[config.mk]
export PLATFORM = sky130hd
export DESIGN_NAME = weighted_quantum_round_robin
export DESIGN_NICKNAME = d
export VERILOG_FILES = /design/src/wqrr_pkg.sv /design/src/wqrr_ctrl.sv /design/src/wqrr_dp.sv /design/src/weighted_quantum_round_robin.sv
export VERILOG_INCLUDE_DIRS = /design/src /design/src/src
export SDC_FILE = /design/constraint.sdc
export NUM_CORES = 1
export LEC_CHECK = 0
export BUFFER_PORTS_ARGS = -buffer_cell sky130_fd_sc_hd__buf_4
export CORE_MARGIN = 1
export CORE_UTILIZATION = 40
export DETAILED_ROUTE_END_ITERATION = 7
export MAX_ROUTING_LAYER = met4
export PLACE_DENSITY_LB_ADDON = 0.25
export SLEW_MARGIN = 20
export SYNTH_ARGS = -nofsm -noshare
export SYNTH_HDL_FRONTEND = slang
export SYNTH_SLANG_ARGS = --single-unit
[constraint.sdc]
create_clock -name i_clk -period 9 [get_ports i_clk]
set_clock_uncertainty 0.2 [all_clocks]
set_input_delay 1.8 -clock i_clk [delete_from_list [all_inputs] [get_ports i_clk]]
set_output_delay 1.8 -clock i_clk [all_outputs]
set_load 0.01 [all_outputs]
[src/weighted_quantum_round_robin_macros.svh]
// Assertion macros for the weighted quantum round-robin scheduler.
// Included by the modules that check their own control logic; needs no package.
`ifndef WEIGHTED_QUANTUM_ROUND_ROBIN_MACROS_SVH
`define WEIGHTED_QUANTUM_ROUND_ROBIN_MACROS_SVH

`ifndef SYNTHESIS

// Same-cycle implication, disabled while reset is asserted.
`define WQRR_ASSERT_IMP(lbl, clk, rst_n, ante, cons) \
    lbl: assert property (@(posedge clk) disable iff (!rst_n) (ante) |-> (cons)) \
        else $error("wqrr assertion failed");

// Next-cycle implication, disabled while reset is asserted.
`define WQRR_ASSERT_NEXT(lbl, clk, rst_n, ante, cons) \
    lbl: assert property (@(posedge clk) disable iff (!rst_n) (ante) |=> (cons)) \
        else $error("wqrr assertion failed");

`else

`define WQRR_ASSERT_IMP(lbl, clk, rst_n, ante, cons)
`define WQRR_ASSERT_NEXT(lbl, clk, rst_n, ante, cons)

`endif

`endif

[src/wqrr_pkg.sv]
// Shared types and constants of the weighted quantum round-robin scheduler.
// No dependencies; used by the controller, the datapath and the top level.
`timescale 1ns / 1ps

package wqrr_pkg;

    localparam int SLOT_W     = 3;
    localparam int BURST_W    = 8;
    localparam int PRIO_W     = 3;
    localparam int SLICE_W    = 9;
    localparam int TURN_W     = 9;
    localparam int IN_DATA_W  = 16;
    localparam int OUT_DATA_W = 32;

    // Item kinds carried on the input tuser bit.
    localparam logic FUNC_LOAD = 1'b0;
    localparam logic FUNC_TICK = 1'b1;

    // Quantum = floor(median * (10 + p) / 10), computed as
    // (median * ceil((10 + p) * 2^16 / 10)) >> 16. The rounding error stays
    // below 0.005 for an 8-bit median, far under the 0.1 step of the exact value.
    localparam int COEF_SHIFT = 16;
    localparam int COEF_W     = 17;
    typedef logic [COEF_W-1:0] t_coef;
    localparam t_coef SLICE_COEF [8] = '{
        17'd65536, 17'd72090, 17'd78644, 17'd85197,
        17'd91751, 17'd98304, 17'd104858, 17'd111412
    };

    typedef enum logic [1:0] {
        ST_IDLE,
        ST_MEDIAN,
        ST_BUILD,
        ST_EMIT
    } t_state;

    typedef struct packed {
        logic load;
        logic med_step;
        logic build_step;
        logic build_last;
        logic emit;
    } t_cmd;

    typedef struct packed {
        logic sched_ready;
        logic out_free;
    } t_status;

endpackage

[src/wqrr_ctrl.sv]
// Controller of the weighted quantum round-robin scheduler: accepts items and
// sequences the median search, the schedule build and the tick. Uses wqrr_pkg.
`timescale 1ns / 1ps
`include "weighted_quantum_round_robin_macros.svh"

module wqrr_ctrl #(
    parameter int NUM_TASKS = 7,
    parameter int IDX_W     = 3
) (
    input  logic                i_clk,
    input  logic                i_rst_n,
    input  logic                i_in_valid,
    input  logic                i_in_func,
    input  wqrr_pkg::t_status   i_status,
    output logic                o_in_ready,
    output wqrr_pkg::t_cmd      o_cmd,
    output logic [IDX_W-1:0]    o_idx
);
    import wqrr_pkg::*;

    localparam logic [IDX_W-1:0] LAST_IDX = IDX_W'(NUM_TASKS - 1);

    t_state             r_state, n_state;
    logic [IDX_W-1:0]   r_idx, n_idx;
    logic               w_accept;

    assign w_accept = i_in_valid && (r_state == ST_IDLE);
    assign o_idx    = r_idx;

    always_ff @(posedge i_clk) begin
        if (!i_rst_n) begin
            r_state <= ST_IDLE;
            r_idx   <= '0;
        end else begin
            r_state <= n_state;
            r_idx   <= n_idx;
        end
    end

    always_comb begin
        n_state = r_state;
        n_idx   = r_idx;
        unique case (r_state)
            ST_IDLE: begin
                if (w_accept && (i_in_func == FUNC_TICK)) begin
                    n_state = i_status.sched_ready ? ST_EMIT : ST_MEDIAN;
                end
            end
            ST_MEDIAN: begin
                if (r_idx == LAST_IDX) begin
                    n_state = ST_BUILD;
                    n_idx   = '0;
                end else begin
                    n_idx = r_idx + 1'b1;
                end
            end
            ST_BUILD: begin
                if (r_idx == LAST_IDX) begin
                    n_state = ST_EMIT;
                    n_idx   = '0;
                end else begin
                    n_idx = r_idx + 1'b1;
                end
            end
            ST_EMIT: begin
                if (i_status.out_free) begin
                    n_state = ST_IDLE;
                end
            end
            default: begin
                n_state = ST_IDLE;
                n_idx   = '0;
            end
        endcase
    end

    always_comb begin
        o_cmd      = '0;
        o_in_ready = 1'b0;
        unique case (r_state)
            ST_IDLE: begin
                o_in_ready = 1'b1;
                o_cmd.load = i_in_valid && (i_in_func == FUNC_LOAD);
            end
            ST_MEDIAN: begin
                o_cmd.med_step = 1'b1;
            end
            ST_BUILD: begin
                o_cmd.build_step = 1'b1;
                o_cmd.build_last = (r_idx == LAST_IDX);
            end
            ST_EMIT: begin
                o_cmd.emit = i_status.out_free;
            end
            default: begin
                o_in_ready = 1'b0;
            end
        endcase
    end

    `WQRR_ASSERT_NEXT(a_tick_rebuilds, i_clk, i_rst_n, w_accept && (i_in_func == FUNC_TICK) && !i_status.sched_ready, r_state == ST_MEDIAN)
    `WQRR_ASSERT_IMP(a_emit_has_schedule, i_clk, i_rst_n, r_state == ST_EMIT, i_status.sched_ready)
    `WQRR_ASSERT_IMP(a_idx_parked, i_clk, i_rst_n, (r_state == ST_IDLE) || (r_state == ST_EMIT), r_idx == '0)

endmodule

[src/wqrr_dp.sv]
// Datapath of the weighted quantum round-robin scheduler: task stores, median
// rank unit, quantum multiplier, order list and the result register. Uses wqrr_pkg.
`timescale 1ns / 1ps
`include "weighted_quantum_round_robin_macros.svh"

module wqrr_dp #(
    parameter int NUM_TASKS    = 7,
    parameter int TOP_PRIORITY = 6,
    parameter int IDX_W        = 3,
    parameter int CNT_W        = 3
) (
    input  logic                                i_clk,
    input  logic                                i_rst_n,
    input  wqrr_pkg::t_cmd                      i_cmd,
    input  logic [IDX_W-1:0]                    i_idx,
    input  logic [wqrr_pkg::SLOT_W-1:0]         i_slot,
    input  logic [wqrr_pkg::BURST_W-1:0]        i_burst,
    input  logic [wqrr_pkg::PRIO_W-1:0]         i_prio,
    output wqrr_pkg::t_status                   o_status,
    output logic                                o_m_tvalid,
    input  logic                                i_m_tready,
    output logic [wqrr_pkg::OUT_DATA_W-1:0]     o_m_tdata,
    output logic                                o_m_tuser,
    output logic                                o_m_tlast
);
    import wqrr_pkg::*;

    localparam logic [CNT_W-1:0]  MED_RANK = CNT_W'(NUM_TASKS / 2);
    localparam logic [PRIO_W-1:0] TOP_P    = PRIO_W'(TOP_PRIORITY);
    localparam int                PROD_W   = BURST_W + COEF_W;

    logic [BURST_W-1:0]     r_burst [NUM_TASKS];
    logic [PRIO_W-1:0]      r_prio  [NUM_TASKS];
    logic [SLICE_W-1:0]     r_slice [NUM_TASKS];
    logic [BURST_W-1:0]     r_rem   [NUM_TASKS];
    logic [IDX_W-1:0]       r_order [NUM_TASKS];
    logic [BURST_W-1:0]     r_median;
    logic [CNT_W-1:0]       r_len;
    logic [IDX_W-1:0]       r_pos;
    logic [TURN_W-1:0]      r_turn;
    logic                   r_ready;
    logic                   r_out_valid;
    logic [OUT_DATA_W-1:0]  r_out_data;
    logic                   r_out_user;
    logic                   r_out_last;

    logic [NUM_TASKS-1:0]   w_less;
    logic [NUM_TASKS-1:0]   w_sched;
    logic [NUM_TASKS-1:0]   w_ahead;
    logic [CNT_W-1:0]       w_rank;
    logic [CNT_W-1:0]       w_cnt_sched;
    logic [IDX_W-1:0]       w_opos;
    logic [PROD_W-1:0]      w_prod;
    logic [SLICE_W-1:0]     w_new_slice;
    logic [IDX_W-1:0]       w_cur;
    logic [BURST_W-1:0]     w_rem;
    logic [SLICE_W-1:0]     w_sl;
    logic                   w_end;
    logic                   w_empty;
    logic [CNT_W-1:0]       w_pos_inc;
    logic                   w_slot_ok;

    // Stable rank of the candidate slot among all bursts, and its position in
    // the run order (higher priority first, lower slot first on a tie).
    always_comb begin
        for (int j = 0; j < NUM_TASKS; j++) begin
            w_less[j]  = (r_burst[j] < r_burst[i_idx]) ||
                         ((r_burst[j] == r_burst[i_idx]) && (IDX_W'(j) < i_idx));
            w_sched[j] = (r_prio[j] != '0) && (r_prio[j] <= TOP_P);
            w_ahead[j] = w_sched[j] &&
                         ((r_prio[j] > r_prio[i_idx]) ||
                          ((r_prio[j] == r_prio[i_idx]) && (IDX_W'(j) < i_idx)));
        end
    end

    assign w_rank      = CNT_W'($countones(w_less));
    assign w_cnt_sched = CNT_W'($countones(w_sched));
    assign w_opos      = IDX_W'($countones(w_ahead));
    assign w_prod      = PROD_W'(r_median) * PROD_W'(SLICE_COEF[r_prio[i_idx]]);
    assign w_new_slice = w_prod[COEF_SHIFT +: SLICE_W];

    assign w_cur     = r_order[r_pos];
    assign w_rem     = r_rem[w_cur];
    assign w_sl      = r_slice[w_cur];
    assign w_end     = ({1'b0, r_turn} >= {1'b0, w_sl});
    assign w_empty   = (r_len == '0);
    assign w_pos_inc = CNT_W'(r_pos) + 1'b1;
    assign w_slot_ok = (int'(i_slot) < NUM_TASKS);

    always_ff @(posedge i_clk) begin
        if (!i_rst_n) begin
            for (int k = 0; k < NUM_TASKS; k++) begin
                r_burst[k] <= '0;
                r_prio[k]  <= '0;
                r_slice[k] <= '0;
                r_rem[k]   <= '0;
            end
            r_len       <= '0;
            r_pos       <= '0;
            r_turn      <= '0;
            r_ready     <= 1'b0;
            r_out_valid <= 1'b0;
        end else begin
            if (i_cmd.emit) begin
                r_out_valid <= 1'b1;
            end else if (r_out_valid && i_m_tready) begin
                r_out_valid <= 1'b0;
            end
            if (i_cmd.load) begin
                if (w_slot_ok) begin
                    r_burst[IDX_W'(i_slot)] <= i_burst;
                    r_prio[IDX_W'(i_slot)]  <= i_prio;
                    r_rem[IDX_W'(i_slot)]   <= i_burst;
                end
                r_ready <= 1'b0;
            end
            if (i_cmd.build_step) begin
                r_slice[i_idx] <= w_new_slice;
            end
            if (i_cmd.build_last) begin
                r_len   <= w_cnt_sched;
                r_pos   <= '0;
                r_turn  <= '0;
                r_ready <= 1'b1;
            end
            if (i_cmd.emit) begin
                if (!w_empty) begin
                    if (w_end) begin
                        if (w_rem == '0) begin
                            r_rem[w_cur] <= r_burst[w_cur];
                        end
                        r_turn <= '0;
                        r_pos  <= (w_pos_inc == r_len) ? '0 : w_pos_inc[IDX_W-1:0];
                    end else begin
                        if (w_rem != '0) begin
                            r_rem[w_cur] <= w_rem - 1'b1;
                        end
                        r_turn <= r_turn + 1'b1;
                    end
                end
            end
        end
    end

    always_ff @(posedge i_clk) begin
        if (i_cmd.med_step && (w_rank == MED_RANK)) begin
            r_median <= r_burst[i_idx];
        end
        if (i_cmd.build_step && w_sched[i_idx]) begin
            r_order[w_opos] <= i_idx;
        end
        if (i_cmd.emit) begin
            r_out_user <= w_empty;
            r_out_last <= !w_empty && w_end;
            r_out_data <= w_empty ? '0
                        : OUT_DATA_W'({w_sl, w_rem, r_turn, SLOT_W'(w_cur)});
        end
    end

    assign o_status.sched_ready = r_ready;
    assign o_status.out_free    = !r_out_valid || i_m_tready;
    assign o_m_tvalid           = r_out_valid;
    assign o_m_tdata            = r_out_data;
    assign o_m_tuser            = r_out_user;
    assign o_m_tlast            = r_out_last;

    `WQRR_ASSERT_IMP(a_pos_in_range, i_clk, i_rst_n, r_ready && (r_len != '0), CNT_W'(r_pos) < r_len)
    `WQRR_ASSERT_IMP(a_turn_within_slice, i_clk, i_rst_n, r_ready && (r_len != '0), r_turn <= w_sl)
    `WQRR_ASSERT_NEXT(a_empty_is_idle, i_clk, i_rst_n, i_cmd.emit && (r_len == '0), o_m_tuser && !o_m_tlast)

endmodule

[src/weighted_quantum_round_robin.sv]
// Top level of the weighted quantum round-robin scheduler.
// Instantiates wqrr_ctrl and wqrr_dp; uses wqrr_pkg.
`timescale 1ns / 1ps

// Usage:
// The input stream carries two kinds of item, chosen by i_s_tuser. A load item
// (tuser 0) writes a slot's burst time and priority and invalidates the
// schedule; it gives no result and the block stays ready. A tick item (tuser 1)
// gives exactly one result item: the slot running this tick, its turn count
// and remaining time before the update, its quantum, tlast when the tick ends
// the turn, and tuser high with zero data when no task is schedulable.
// A tick on a valid schedule is accepted in idle and goes to the emit state,
// which registers the result once the output register is free and goes idle.
// The first tick after any load also rebuilds the schedule: a median search
// over all slots (one slot ranked per cycle against all bursts), then a build
// pass computing one quantum and one order entry per cycle on the shared
// multiplier, before the tick goes to the emit state.
// Reset clears all task slots and the schedule; the first tick rebuilds it.
// When the receiver stalls, the result holds in the output register; a tick
// then waits until the register is free, while no further item is accepted.
module weighted_quantum_round_robin #(
    parameter int NUM_TASKS    = 7,
    parameter int TOP_PRIORITY = 6
) (
    input  logic                                i_clk,
    input  logic                                i_rst_n,
    input  logic                                i_s_tvalid,
    output logic                                o_s_tready,
    // slot[2:0], burst_time[10:3], task_priority[13:11], zero pad[15:14]
    input  logic [wqrr_pkg::IN_DATA_W-1:0]      i_s_tdata,
    // func[0]: 0 load, 1 tick
    input  logic                                i_s_tuser,
    output logic                                o_m_tvalid,
    input  logic                                i_m_tready,
    // running_slot[2:0], executed_before[11:3], remaining_before[19:12],
    // slice_length[28:20], zero pad[31:29]
    output logic [wqrr_pkg::OUT_DATA_W-1:0]     o_m_tdata,
    // idle[0]
    output logic                                o_m_tuser,
    // turn_end
    output logic                                o_m_tlast
);
    import wqrr_pkg::*;

    localparam int IDX_W = (NUM_TASKS > 1) ? $clog2(NUM_TASKS) : 1;
    localparam int CNT_W = $clog2(NUM_TASKS + 1);

    t_cmd               w_cmd;
    t_status            w_status;
    logic [IDX_W-1:0]   w_idx;

    wqrr_ctrl #(
        .NUM_TASKS (NUM_TASKS),
        .IDX_W     (IDX_W)
    ) u_ctrl (
        .i_clk      (i_clk),
        .i_rst_n    (i_rst_n),
        .i_in_valid (i_s_tvalid),
        .i_in_func  (i_s_tuser),
        .i_status   (w_status),
        .o_in_ready (o_s_tready),
        .o_cmd      (w_cmd),
        .o_idx      (w_idx)
    );

    wqrr_dp #(
        .NUM_TASKS    (NUM_TASKS),
        .TOP_PRIORITY (TOP_PRIORITY),
        .IDX_W        (IDX_W),
        .CNT_W        (CNT_W)
    ) u_dp (
        .i_clk      (i_clk),
        .i_rst_n    (i_rst_n),
        .i_cmd      (w_cmd),
        .i_idx      (w_idx),
        .i_slot     (i_s_tdata[SLOT_W-1:0]),
        .i_burst    (i_s_tdata[SLOT_W +: BURST_W]),
        .i_prio     (i_s_tdata[SLOT_W + BURST_W +: PRIO_W]),
        .o_status   (w_status),
        .o_m_tvalid (o_m_tvalid),
        .i_m_tready (i_m_tready),
        .o_m_tdata  (o_m_tdata),
        .o_m_tuser  (o_m_tuser),
        .o_m_tlast  (o_m_tlast)
    );

endmodule

Word-level counts from Yosys, hierarchy flattened
Memories as Yosys holds them, arrays and structs flattened. A register that Yosys moved wholly into a read port is not among the register bits. Index checks and enable logic that the tools add are counted.

Register bits after elaboration: 64. Bits in latches: 0. Memory bits (writable): 217. Memory bits (read-only): 136. Input bits: 21. Logic and storage cells: 244. Memories kept: 6.

Memories: (name not given) (words 8, bits a word 17, rd ports 1, clocked after memory_dff 0, write ports 0, line wqrr_dp.sv:79) `assign w_prod = PROD_W'(r_median) * PROD_W'(SLICE_COEF[r_prio[i_idx]]);`; u_dp.r_slice (words 7, bits a word 9, rd ports 1, clocked after memory_dff 0, write ports 7, line wqrr_dp.sv:34) `logic [SLICE_W-1:0] r_slice [NUM_TASKS];`; u_dp.r_burst (words 7, bits a word 8, rd ports 9, clocked after memory_dff 1, write ports 7, line wqrr_dp.sv:32) `logic [BURST_W-1:0] r_burst [NUM_TASKS];`; u_dp.r_rem (words 7, bits a word 8, rd ports 1, clocked after memory_dff 0, write ports 7, line wqrr_dp.sv:35) `logic [BURST_W-1:0] r_rem [NUM_TASKS];`; u_dp.r_order (words 7, bits a word 3, rd ports 1, clocked after memory_dff 1, write ports 1, line wqrr_dp.sv:36) `logic [IDX_W-1:0] r_order [NUM_TASKS];`; u_dp.r_prio (words 7, bits a word 3, rd ports 8, clocked after memory_dff 1, write ports 7, line wqrr_dp.sv:33) `logic [PRIO_W-1:0] r_prio [NUM_TASKS];`.

Add/sub/neg operators: 22. Multiply operators: 1. Div/mod/pow operators: 0. Magnitude comparators: 32. Eq/ne operators: 24. Shift-type cells: 0. Multiplexer cells: 72. Bitwise operators: 3. Reductions and logical operators: 72.

Operators with widths (number): 8-bit equality test (7); 8-bit less-than comparator (7); 3-bit 2-to-1 mux (17); 9-bit 2-to-1 mux (5); 1-bit 2-to-1 mux (36); 1-bit logical AND (35); 17-bit 2-to-1 mux (2); 8-bit 2-to-1 mux (4); 8-bit by 17-bit multiplier with 25-bit output (1); 3-bit equality test (8); 8-bit OR reduction (3); 3-bit greater-than comparator (7); 3-bit <= comparator, second input constant (7); 3-bit nonzero test (7); 1-bit by 1-bit adder with 2-bit output (9); 3-bit adder (6); 1-bit logical OR (15); 2-bit 2-to-1 mux (6); 3-bit by 1-bit adder with 3-bit output (3); 9-bit by 1-bit adder with 9-bit output, second input constant (1); 9-bit greater-or-equal comparator (1); 3-bit less-than comparator, first input constant (3); 9-bit OR reduction (1); 8-bit zero test (1); other kinds (26) (34).

Depth between registers and ports, before layout
Gate-level depths: netlist of run 1. An unclocked memory read counts as a cell.

Depth after elaboration: 11. Gate-level depth with buffers: 29. Mapped depth without buffers: 27.

Hierarchy
Synthesis of run 1 repeated with hierarchy kept, for this count alone.

Cell total of the unflattened synthesis: 2049. Area, all modules: 20505.9 µm².

By module, submodules not included: wqrr_dp (instances 1, cells an instance 2010, area each 20181.9 µm², sequential area each 8668.3 µm²); wqrr_ctrl (instances 1, cells an instance 39, area each 324.1 µm², sequential area each 100.1 µm²).

Least setup slack after synthesis of run 1
OpenSTA, ideal clock, no wires.

Kind: register -> register. From: reg (tool-made name). To: mem u_dp.r_slice[5][8], data pin. Setup time: 274 ps. Arrival time: 6915 ps. Data required time: 8526 ps. Slack: 1610 ps. Stages on the path, launching flop included: 26. Buffers on the path: 2. Period minus slack after synthesis: 7390 ps. Cell sequence: dfxtp_1 -> buf_2 -> buf_2 -> mux4_2 -> mux2_2 -> inv_1 -> ha_1 -> o21ai_1 -> and2_1 -> fa_1 -> fa_1 -> fa_1 -> inv_1 -> fa_1 -> inv_1 -> ha_1 -> a21o_1 -> a221o_1 -> a211oi_1 -> o21bai_1 -> a41o_1 -> a31oi_1 -> o21bai_1 -> a21oi_1 -> xnor2_1 -> nor2_1.

RTL lines (line): end: declaration (wqrr_dp.sv:34).

==> metrics.md, run 1 <==
| Metric | Value |
|---|---|
| Run status | `completed` |
| CTS H-tree lvls | `2` |
| Diode count | `0` |
| Hold Buf Count CTS | `0` |
| Starting Density | `0.4056` |
| Place WS | `about 0.68 ns` |
| Total Routed Length | `~56 mm` |
| Met1 global-route usage | `0.2897` |
| Worst min path class | `reg2reg` |
| I/O pin total | `57` |
| Avg WL per Cell | `between 20 and 25 um` |
| # rows | `82` |
| Longest Clk Path Bufs | `3` |
| Hold Path Depth | `2` |
| TNS Setup | `0 ns` |
| Final WS setup | `around 0.67 ns` |
| Grt ovf | `0` |
| Final Hold Viols | `0` |
| Synth Cell Area | `between 20000 and 25000 um^2` |
| #FFs+latches synth | `roughly 300` |
| Post-DRT Antenna Nets | `0` |
| Top-count cell post-synth | `nand2_1` |
| Detailed-route via count | `15290` |
| Post-synth top area share | `0.3770` |
| Critical-path maximum fanout | `11` |
| M3 GR Usage | `0.04275` |
| Sinks on Clock Net | `~310` |
| Initial antenna violation count | `1` |
| Via-to-Cell Ratio | `between 5 and 6` |
| Synth cell count leaders | `264 x nand2_1, 256 x edfxtp_1, 220 x nor2_1, 171 x inv_1, 158 x ha_1` |
| Setup Viol. Count Final | `0` |
| Startpoint types | `flip-flop` |
| Drt pass-1 iters | `5` |
| Cell area power density | `374.1 nW/um^2` |
| Final Cycle Share | `0.9253` |
| Post-CTS sizing | `0` |
| Die Span X | `roughly 230 um` |
| Final nets | `approximately 2300` |
| Min Tclk post-route | `around 8.3 ns` |
| Worst slew margin | `0.2161` |
| Core area | `slightly above 50000 um^2` |
| Worst-Margin Slew | `1.143 ns` |
| Max Clock Freq | `between 100 and 150 MHz` |
| Number of flops mapped to enable cells by yosys | `about 260` |
| Post-CTS Setup Bufs | `0` |
| Mean area per synthesized cell | `10.19 um^2` |
| LEAKAGE | `around 9.4 nW` |
| Synth top area cells | `edfxtp_1 38%, ha_1 9.7%, fa_1 7.3%` |
| First-pass GRT wire length | `87.88 mm` |
| Detail Placement HPWL | `41.27 mm` |
| R2R cell count | `23` |
| Die area | `51880 um^2` |
| IO buf count | `51` |
| Clock-pin slew on the worst setup and hold paths | `~0.060 ns` |
| CTS tree | `yes` |
| Worst Setup End Kind | `flip-flop` |
| Synth Instances | `about 2000` |
| Placer Congestion | `0.9042` |
| Die height | `227.8 um` |
| Root buf cell | `clkbuf_16` |
| Post-synthesis sequential area ratio | `0.4290` |
| Maximum Capacitance Violations | `0` |
| Latest clock arrival within the worst-skew pair | `~0.55 ns` |
| Drc violations | `0` |
| Share of cells above drive strength 1 | `0.09758` |
| RSZ-0062 raised after global routing | `no` |
| Post-synth ARST share | `0` |
| Final Max Slew Viols | `0` |
| Gr usage total | `0.2249` |
| Iter 0 DRT Violations | `between 1000 and 1500` |
| VDD IR-drop max | `0.3560 mV` |
| Post-synth top flop | `edfxtp_1` |
| GR peak layer | `met2` |
| Area growth from synthesis to layout | `10.61%` |
| Post-synth top area cell | `edfxtp_1` |
| GRT met2 Usage | `0.3546` |
| CP required | `slightly above 9 ns` |
| Number of global-route vias before repair | `about 15000` |
| CP arrival | `approximately 8.4 ns` |
| Crit Path Class | `reg2reg` |
| Largest net degree at the start of global routing | `56` |
| Yosys warns | `0` |
| Netlist cell types | `~90` |
| TritonCTS Buffers | `36` |
[cells in the final DEF (no fill, tap or decap), types with 10 or more instances in the layout]
master	Yosys	routed
nor2b_1	29	28
and2_1	45	45
nand4_1	21	21
xnor2_1	17	17
fa_1	74	74
clkbuf_1	49	10
ha_1	158	158
nand2b_1	26	26
clkbuf_16	0	36
conb_1	1	14
nand2_1	264	263
mux2i_1	52	52
nor3_1	28	24
dfxtp_1	53	53
edfxtp_1	256	256
o21ai_0	55	54
mux4_2	24	24
xor2_1	12	12
and3_1	31	31
a21o_1	37	37
nand3_1	114	114
mux2_2	13	13
a21oi_1	72	72
buf_4	12	72
inv_1	171	171
nor2_1	220	219
[path summary, 6_finish.rpt]
path                              startpoint                               end  slack (ns)
min reg2reg  u_dp.r_slice[6][3]$_SDFFE_PN0P_   u_dp.r_slice[6][3]$_SDFFE_PN0P_        0.25
max reg2reg                        flip-flop  u_dp.r_slice[2][8]$_SDFFCE_PN0P_        0.67
min          u_dp.r_slice[6][3]$_SDFFE_PN0P_   u_dp.r_slice[6][3]$_SDFFE_PN0P_        0.25
max                                flip-flop  u_dp.r_slice[2][8]$_SDFFCE_PN0P_        0.67
[flip-flops by register name, summed over array words and instances, names as in the netlist, 2 cells and up, named ones only]
name and count:
u_dp.r_pos 3, u_dp.r_median 8, u_ctrl.r_state 2, u_dp.o_m_tdata 29, u_dp.r_slice 72, u_dp.r_len 3
u_ctrl.o_idx 3, u_dp.r_prio 24, u_dp.r_burst 64, u_dp.r_rem 64, u_dp.r_order 21, u_dp.r_turn 9
[worst max-delay path: stages, from the launching register on]
cell and delay [ns]:
dfxtp_1 0.57, mux4_2 0.56, mux2_2 0.32, inv_1 0.35, ha_1 0.34, o21ai_1 0.58, and2_1 0.26, fa_1 0.50
fa_1 0.62, fa_1 0.57, inv_1 0.05, fa_1 0.49, inv_1 0.04, ha_1 0.33, a21o_1 0.17, a221o_1 0.33
a211oi_1 0.25, o21bai_1 0.11, a41o_1 0.28, a31oi_1 0.28, o21bai_1 0.13, a21oi_1 0.20, xnor2_1 0.39, nor2_1 0.12
[routing by layer]
layer  wire length [um]  part of all wire
met5                  0                 0
met4               1738             0.031
met3               3709             0.066
met2              26420              0.47
met1              24370              0.43
[logic make-up after synthesis]
logic type	Yosys count	share of synthesized area
xor gates and xnor gates	29	0.01246
other	1	0.0001839
muxes	91	0.06044
AOI/OAI and AO/OA	269	0.09020
buffers and inverters	252	0.05081
adders and majority gates	232	0.1696
DFF	309	0.4290
and+or+nand+nor	819	0.1873
[power breakdown]
| part | internal, mW | switching, mW |
|---|---|---|
| clock | 0.784 | 0.590 |
| sequential | 1.67 | 0.0905 |
| combinational | 2.09 | 3.21 |
| total | 4.55 | 3.89 |
[cell type report]
type | instances | area [um^2]
clock buffer | 48 | 965.9
clock inverter | 15 | 110.1
fill | 4778 | 27720
inverter | 172 | 645.6
tap | 672 | 840.8
multi-input combinational | 1454 | 10700
sequential | 309 | 8748
timing repair buffer | 72 | 540.5
[through the flow]
stage	area [um^2]	utilization	cells	hold slack, ns	power [mW]
after floorplan	20440	-	2015	0.2249	5.656
after global placement	21470	0.4271	2679	0.2360	6.972
after detailed placement	21470	0.4271	2679	0.2435	7.098
after CTS	22550	0.4485	2742	0.2567	8.512
after global routing	22550	0.4486	2742	0.2922	9.232
final	22550	0.4486	2742	0.2523	8.438
Power figures use the tool's default switching activity.
==> run 2, diff against run 1 <==
--- a/config.mk
+++ b/config.mk
@@ -7,6 +7,8 @@
 export NUM_CORES = 1
 export LEC_CHECK = 0
 export BUFFER_PORTS_ARGS = -buffer_cell sky130_fd_sc_hd__buf_4
+export CELL_PAD_IN_SITES_DETAIL_PLACEMENT = 0
+export CELL_PAD_IN_SITES_GLOBAL_PLACEMENT = 2
 export CORE_MARGIN = 1
 export CORE_UTILIZATION = 40
 export DETAILED_ROUTE_END_ITERATION = 7
@@ -15,4 +17,5 @@
 export SLEW_MARGIN = 20
 export SYNTH_ARGS = -nofsm -noshare
 export SYNTH_HDL_FRONTEND = slang
+export SYNTH_HIERARCHICAL = 1
 export SYNTH_SLANG_ARGS = --single-unit
==> run 2 against run 1 <==
Combinational power shrank 20%. Sequential power is 6% lower. Area after synthesis increased by 0.56%. Final area is 1.8% higher. Maximum frequency is essentially flat. Clock power up 10%. Final cell count increased by 2.2%. Via count decreased by 0.92%. Count of clock-buffer cells in the layout up 2.
==> metrics.md, run 2 <==
| Metric | Value |
|---|---|
| Internal power | `4.166 mW (-8.4%)` |
| Min Tclk post-route | `8.330 ns (+0.002465 ns)` |
| Sinks on Clock Net | `306 (-0.97%)` |
| Synth cell count leaders | `283 x nand2_1, 264 x edfxtp_1, 212 x inv_1, 174 x nor2_1, 146 x ha_1` |
| Worst reg2reg path startpoint | `u_ctrl/o_idx[1]$_SDFFE_PN0P_` |
| Final Hold Viols | `0 (unchanged)` |
| Netlist cell types | `72 (-18%)` |
| Final Max Slew Viols | `0 (unchanged)` |
| Maximum Capacitance Violations | `0 (unchanged)` |
| Drt pass-1 iters | `6 (+1)` |
| TNS Setup | `0 ns (unchanged)` |
| Longest Clk Path Bufs | `3 (unchanged)` |
| Post-synth ARST share | `0 (unchanged)` |
| Detail Placement HPWL | `45.77 mm (+11%)` |
| Core area | `50380 um^2 (+0.20%)` |
| # rows | `82 (unchanged)` |
| Iter 0 DRT Violations | `1059 (-8.7%)` |
| Synth Area in Simple Gates | `0.1704 (-0.01692)` |
| Avg WL per Cell | `21.35 um (+4.1%)` |
| #FFs+latches synth | `306 (-0.97%)` |
| Top-count cell post-synth | `nand2_1` |
| Switching part of the total | `0.4358 (-0.02513)` |
| CP startpoint | `u_ctrl/o_idx[1]$_SDFFE_PN0P_` |
| Layout Cells excl Fill | `2802 (+2.2%)` |
| Drc violations | `0 (unchanged)` |
| Starting Density | `0.4071 (+0.001459)` |
| Most frequent cells in the layout | `282 x nand2_1, 264 x edfxtp_1, 212 x inv_1` |
| Largest regs | `u_dp/r_slice (72), u_dp/r_burst (64), u_dp/r_rem (64)` |
| Flop pwr share | `0.224 (+0.015)` |
| Grt ovf | `0 (unchanged)` |
| Critical-path maximum fanout | `20 (+9)` |
| Share of cells above drive strength 1 | `0.09723 (-0.0003558)` |
| Number of flops mapped to enable cells by yosys | `264 (+3.1%)` |
| Synth top area cells | `edfxtp_1 39%, ha_1 8.9%, fa_1 7.5%` |
| Clock Power Share | `0.204 (+0.041)` |
| Worst slew margin | `0.3261 (+0.1100)` |
| Final nets | `2345 (+2.0%)` |
| CTS H-tree lvls | `2 (unchanged)` |
| Run status | `completed` |
| Post-synth top area share | `0.3866 (+0.009599)` |
| IO buf count | `51 (unchanged)` |
| Post-synth top flop | `edfxtp_1` |
| Die height | `228.4 um (+0.28%)` |
| Startpoint types | `flip-flop` |
| Max Clock Freq | `120.1 MHz (about the same)` |
| Synth Area in Compound Gates | `0.09580 (+0.005595)` |
| Via-to-Cell Ratio | `5.407 (-3.0%)` |
| Hold Buf Count CTS | `0 (unchanged)` |
| Post-CTS sizing | `0 (unchanged)` |
| Synth Instances | `2049 (+2.3%)` |
| Placer Congestion | `0.8682 (-4.0%)` |
| RSZ-0062 raised after global routing | `no` |
| Total Routed Length | `59.82 mm (+6.4%)` |
| Root buf cell | `clkbuf_16` |
| Gr usage total | `0.2376 (+0.01270)` |
| Adder-Cell Fraction of Synth Area | `0.1643 (-0.005345)` |
| CTS tree | `yes` |
| CP arrival | `8.38 ns (about the same)` |
| LEAKAGE | `10.00 nW (+6.8%)` |
| Max reg flops | `72 (unchanged)` |
| Die Span X | `228.4 um (+0.28%)` |
| Yosys warns | `6 (+6)` |
| Worst min path class | `reg2reg` |
| VDD IR-drop max | `0.3323 mV (-6.6%)` |
| Biggest register | `u_dp/r_slice` |
| Largest family of logic cells by synthesized area | `simple AND/OR/NAND/NOR gates` |
| Initial antenna violation count | `0 (-1)` |
| I/O pin total | `57 (unchanged)` |
| CP required | `9.05 ns (about the same)` |
| Synth Area in XOR/XNOR | `0.01111 (-0.001351)` |
| Synth Cell Area | `20510 um^2 (+0.56%)` |
| Die area | `52170 um^2 (+0.56%)` |
| Placed cells | `2735 (+2.1%)` |
| Setup Viol. Count Final | `0 (unchanged)` |
| Area growth from synthesis to layout | `12.01%` |
| Worst hold start | `u_dp/r_slice[6][6]$_SDFFE_PN0P_` |
| Post-synthesis sequential area ratio | `0.4276 (-0.001432)` |
| Net Sw Power | `3.218 mW (-17%)` |
| Post-DRT Antenna Nets | `0 (unchanged)` |
| Number of global-route vias before repair | `15140 (-0.84%)` |
| Latest clock arrival within the worst-skew pair | `0.55 ns (about the same)` |
| TritonCTS Buffers | `36 (unchanged)` |
| Detailed-route via count | `15150 (-0.92%)` |
| Cell area power density | `321.4 nW/um^2 (-14%)` |
| Post-synth top area cell | `edfxtp_1` |
| First-pass GRT wire length | `91.47 mm (+4.1%)` |
| Most common cell after layout, fill and taps aside | `nand2_1` |
| Logic pwr share | `0.572 (-0.056)` |
| Post-CTS Setup Bufs | `0 (unchanged)` |
| Mean area per synthesized cell | `10.01 um^2 (-1.7%)` |
| Worst Setup End Kind | `flip-flop` |
| Crit Path Class | `reg2reg` |
| Final Cycle Share | `0.9255 (about the same)` |
| Largest net degree at the start of global routing | `50 (-11%)` |
| Clock-pin slew on the worst setup and hold paths | `0.06 ns (about the same)` |
| Worst-Margin Slew | `1.002 ns (-0.1407 ns)` |
| Multiplexer area fraction after synthesis | `0.07176 (+0.01131)` |
==> run 2: kinds of logic after synthesis <==
logic type	count (synthesis)
DFF	306
muxes	137
AOI/OAI and AO/OA	299
adders and majority gates	223
xor gates and xnor gates	26
and+or+nand+nor	752
buffers and inverters	305
other	1
==> run 2: routing by layer <==
layer / GRT usage / share of wire / vias up
met4: 0.06732 / 0.025 / 0
met1: 0.3008 / 0.44 / 7456
met3: 0.02982 / 0.043 / 79
met2: 0.3988 / 0.49 / 361
li1: - / - / 7254
met5: - / 0 / -
==> run 2: final timing paths <==
check | to | slack [ns] | cells past startpoint
min reg2reg | u_dp/r_slice[6][6]$_SDFFE_PN0P_ | 0.27 | 2
max | u_dp/r_slice[5][5]$_DFFE_PP_ | 0.67 | 25
max reg2reg | u_dp/r_slice[5][5]$_DFFE_PP_ | 0.67 | 25
min | u_dp/r_slice[6][6]$_SDFFE_PN0P_ | 0.27 | 2
==> run 2: metrics by stage <==
step	hold WS, ns	power, mW	cell area, um^2	worst slack, ns	utilization
finish	0.2741	7.383	22970	0.6702	0.4560
floorplan	0.2435	4.695	20550	0.8036	-
CTS	0.2726	7.474	22960	0.5928	0.4558
global placement	0.2543	5.861	21720	0.7108	0.4313
global route	0.3030	8.127	22970	0.1090	0.4559
detailed placement	0.2632	5.907	21730	0.6259	0.4314
==> run 2: cell type report <==
class	count	area [um^2]
multi-input cells	1451	10630
inverters	213	800.8
clock inverters	16	215.2
fillers	4789	27410
clock buffers	50	1013
repair buffers	93	698.2
flip-flops and latches	306	8771
diodes	1	2.502
well taps	672	840.8
==> run 2: critical path, stage by stage, from the launching register on <==
cell and delay (ns):
dfxtp_1 0.39, buf_4 0.25, nor2b_1 0.17, a22oi_1 0.21
nor2_1 0.06, nor3_1 0.55, ha_1 0.37, mux2_2 0.36
and2_1 0.20, fa_1 0.55, fa_1 0.60, fa_1 0.58
inv_1 0.06, fa_1 0.50, inv_1 0.04, ha_1 0.32
a21o_1 0.17, a21o_1 0.18, a211o_1 0.31, a31oi_1 0.26
o21ai_0 0.17, a221o_1 0.39, a21oi_1 0.32, o21bai_1 0.12
xnor2_1 0.62, nor2_1 0.11
==> run 2: power groups by stage <==
stage	combinational [mW]	sequential (mW)	clock [mW]
floorplan	3.04	1.66	0
global placement	4.18	1.68	0
detailed placement	4.22	1.68	0
CTS	4.28	1.65	1.54
global route	4.87	1.66	1.60
finish	4.22	1.65	1.51
==> run 3, diff against run 2 <==
--- a/config.mk
+++ b/config.mk
@@ -11,9 +11,11 @@
 export CELL_PAD_IN_SITES_GLOBAL_PLACEMENT = 2
 export CORE_MARGIN = 1
 export CORE_UTILIZATION = 40
+export CTS_CLUSTER_SIZE = 25
 export DETAILED_ROUTE_END_ITERATION = 7
 export MAX_ROUTING_LAYER = met4
-export PLACE_DENSITY_LB_ADDON = 0.25
+export PLACE_DENSITY_LB_ADDON = 0.1
+export RECOVER_POWER = 50
 export SLEW_MARGIN = 20
 export SYNTH_ARGS = -nofsm -noshare
 export SYNTH_HDL_FRONTEND = slang
==> run 3 against run 2 <==
Maximum frequency up 1.3%. Register-to-register slack improved by 0.11 ns. The run now ends with max-capacitance violations, max-slew violations left. Die area stayed put. Utilization down 0.50 points. Final area is 1.1% lower. First-iteration DRC count is 13% lower. Power down 1.4%. Sequential cell count is the same.
==> metrics.md, run 3 (synthesis results as in run 2) <==
| Metric | Value |
|---|---|
| Run status | `finished, violations left` |
| Failing checks | `max-capacitance violations, max-slew violations` |
| Most common cell after layout, fill and taps aside | `nand2_1` |
| Placer Congestion | `0.8711 (+0.33%)` |
| Biggest register | `u_dp/r_slice` |
| Cell area power density | `320.6 nW/um^2 (-0.27%)` |
| Clock-pin slew on the worst setup and hold paths | `0.06 ns (about the same)` |
| Hold Buf Count CTS | `0 (unchanged)` |
| Critical-path maximum fanout | `15 (-25%)` |
| Largest net degree at the start of global routing | `56 (+12%)` |
| Die Span X | `228.4 um (unchanged)` |
| TNS Setup | `0 ns (unchanged)` |
| CTS H-tree lvls | `2 (unchanged)` |
| Root buf cell | `clkbuf_16` |
| Place WS | `0.7708 ns (+0.1449 ns)` |
| Share of cells above drive strength 1 | `0.06971 (-0.02752)` |
| CP arrival | `8.29 ns (-0.09 ns)` |
| Share of the core filled with cells | `0.4509 (-0.005042)` |
| Min Hold Slack | `0.2711 ns (-0.002946 ns)` |
| First-pass GRT wire length | `93.97 mm (+2.7%)` |
| Placed cells | `2730 (-0.18%)` |
| Startpoint types | `flip-flop` |
| CTS tree | `yes` |
| Sinks on Clock Net | `306 (unchanged)` |
| Final WS setup | `0.7802 ns (+0.1100 ns)` |
| Min Tclk post-route | `8.220 ns (-0.1100 ns)` |
| Post-CTS sizing | `0 (unchanged)` |
| Maximum Capacitance Violations | `3 (+3)` |
| IO buf count | `51 (unchanged)` |
| CP required | `9.07 ns (+0.02 ns)` |
| LEAKAGE | `9.765 nW (-2.3%)` |
| Iter 0 DRT Violations | `919 (-13%)` |
| Crit Path Class | `reg2reg` |
| Via-to-Cell Ratio | `5.412 (about the same)` |
| Longest Clk Path Bufs | `3 (unchanged)` |
| I/O pin total | `57 (unchanged)` |
| Max Clock Freq | `121.7 MHz (+1.3%)` |
| Final nets | `2340 (-0.21%)` |
| Final Max Slew Viols | `106 (+106)` |
| Core area | `50380 um^2 (unchanged)` |
| TritonCTS Buffers | `36 (unchanged)` |
| Detailed-route via count | `15130 (-0.16%)` |
| Area growth from synthesis to layout | `10.78%` |
| Final Hold Viols | `0 (unchanged)` |
| Post-DRT Antenna Nets | `0 (unchanged)` |
| Worst-Margin Slew | `1.989 ns (+0.9866 ns)` |
| Final Cycle Share | `0.9133 (-0.01222)` |
| Diode count | `0 (-1)` |
| Total Routed Length | `62.37 mm (+4.3%)` |
| Detail Placement HPWL | `47.26 mm (+3.3%)` |
| Largest regs | `u_dp/r_slice (72), u_dp/r_burst (64), u_dp/r_rem (64)` |
| Initial antenna violation count | `0 (unchanged)` |
| Grt ovf | `0 (unchanged)` |
| # rows | `82 (unchanged)` |
| Avg WL per Cell | `22.31 um (+4.5%)` |
| Die height | `228.4 um (unchanged)` |
| Number of global-route vias before repair | `15230 (+0.57%)` |
| Starting Density | `0.4071 (unchanged)` |
| Most frequent cells in the layout | `283 x nand2_1, 264 x edfxtp_1, 212 x inv_1` |
| Layout Cells excl Fill | `2795 (-0.25%)` |
| Worst min path class | `reg2reg` |
| Latest clock arrival within the worst-skew pair | `0.55 ns (about the same)` |
| Drc violations | `0 (unchanged)` |
| RSZ-0062 raised after global routing | `no` |
| Worst slew margin | `-0.3261 (-0.6522)` |
| Drt pass-1 iters | `5 (-1)` |
| Max reg flops | `72 (unchanged)` |
| VDD IR-drop max | `0.2769 mV (-17%)` |
| Die area | `52170 um^2 (unchanged)` |
| Post-CTS Setup Bufs | `0 (unchanged)` |
| Worst Setup End Kind | `flip-flop` |
| Setup Viol. Count Final | `0 (unchanged)` |
| Gr usage total | `0.2458 (+0.008139)` |
run 3: cell types whose count changed in the layout (fill, tap and decap cells not counted), moves of 2 or more:
| cell | change |
|---|---|
| and2_0 | +10 |
| and2_1 | -8 |
| o221a_2 | -3 |
| and2_2 | -2 |
| o221a_1 | +3 |
| clkinv_1 | +4 |
| buf_4 | -51 |
| or2_0 | +2 |
| clkbuf_8 | -2 |
| clkbuf_1 | +43 |
| bufinv_16 | -2 |
run 3: critical path, cell delays in order, from the launching register on:
cell and delay [ns]:
dfxtp_1 0.48, buf_4 0.28, nor2b_1 0.42, a22oi_1 0.14
nor2_1 0.17, or3_1 0.15, inv_1 0.08, ha_1 0.31
o21ai_1 0.43, and2_1 0.23, fa_1 0.49, fa_1 0.62
fa_1 0.57, inv_1 0.05, fa_1 0.50, inv_1 0.05
ha_1 0.31, nand4_1 0.14, nor2_1 0.16, o21ai_0 0.15
or3_1 0.39, o21ai_1 0.33, a31oi_1 0.20, o21ai_1 0.33
a21oi_1 0.14, xnor2_1 0.48, nor2_1 0.12
run 3: final timing paths:
check | startpoint | to | slack (ns) | cells after the start
worst max-delay path | u_ctrl/o_idx[2]$_SDFFE_PN0P_ | u_dp/r_slice[5][7]$_DFFE_PP_ | 0.78 | 26
worst min-delay path | u_dp/r_slice[6][4]$_SDFFE_PN0P_ | u_dp/r_slice[6][4]$_SDFFE_PN0P_ | 0.27 | 2
worst max register to register | u_ctrl/o_idx[2]$_SDFFE_PN0P_ | u_dp/r_slice[5][7]$_DFFE_PP_ | 0.78 | 26
worst min register to register | u_dp/r_slice[6][4]$_SDFFE_PN0P_ | u_dp/r_slice[6][4]$_SDFFE_PN0P_ | 0.27 | 2
run 3: layer usage:
| layer | part of all wire | GRT usage |
|---|---|---|
| met5 | 0 | - |
| met4 | 0.029 | 0.07529 |
| met3 | 0.041 | 0.02869 |
| met2 | 0.49 | 0.4134 |
| met1 | 0.44 | 0.3096 |
run 3: where the power goes:
| group | switching, mW | internal, mW |
|---|---|---|
| Sequential | 0.0589 | 1.60 |
| Clock | 0.599 | 0.851 |
| Combinational | 2.55 | 1.62 |
run 3: final cells by class:
type / count / area, um^2
fillers: 4869 / 27660
repair buffers: 88 / 508.0
clock buffers: 48 / 1007
well taps: 672 / 840.8
multi-input cells: 1451 / 10620
clock inverters: 17 / 171.4
inverters: 213 / 800.8
flip-flops and latches: 306 / 8771
run 3: through the flow:
stage	total power [mW]	instance area [um^2]
floorplan	4.695	20550
global placement	5.818	21710
detailed placement	5.889	21710
CTS	7.377	22880
global route	7.992	22720
finish	7.282	22720
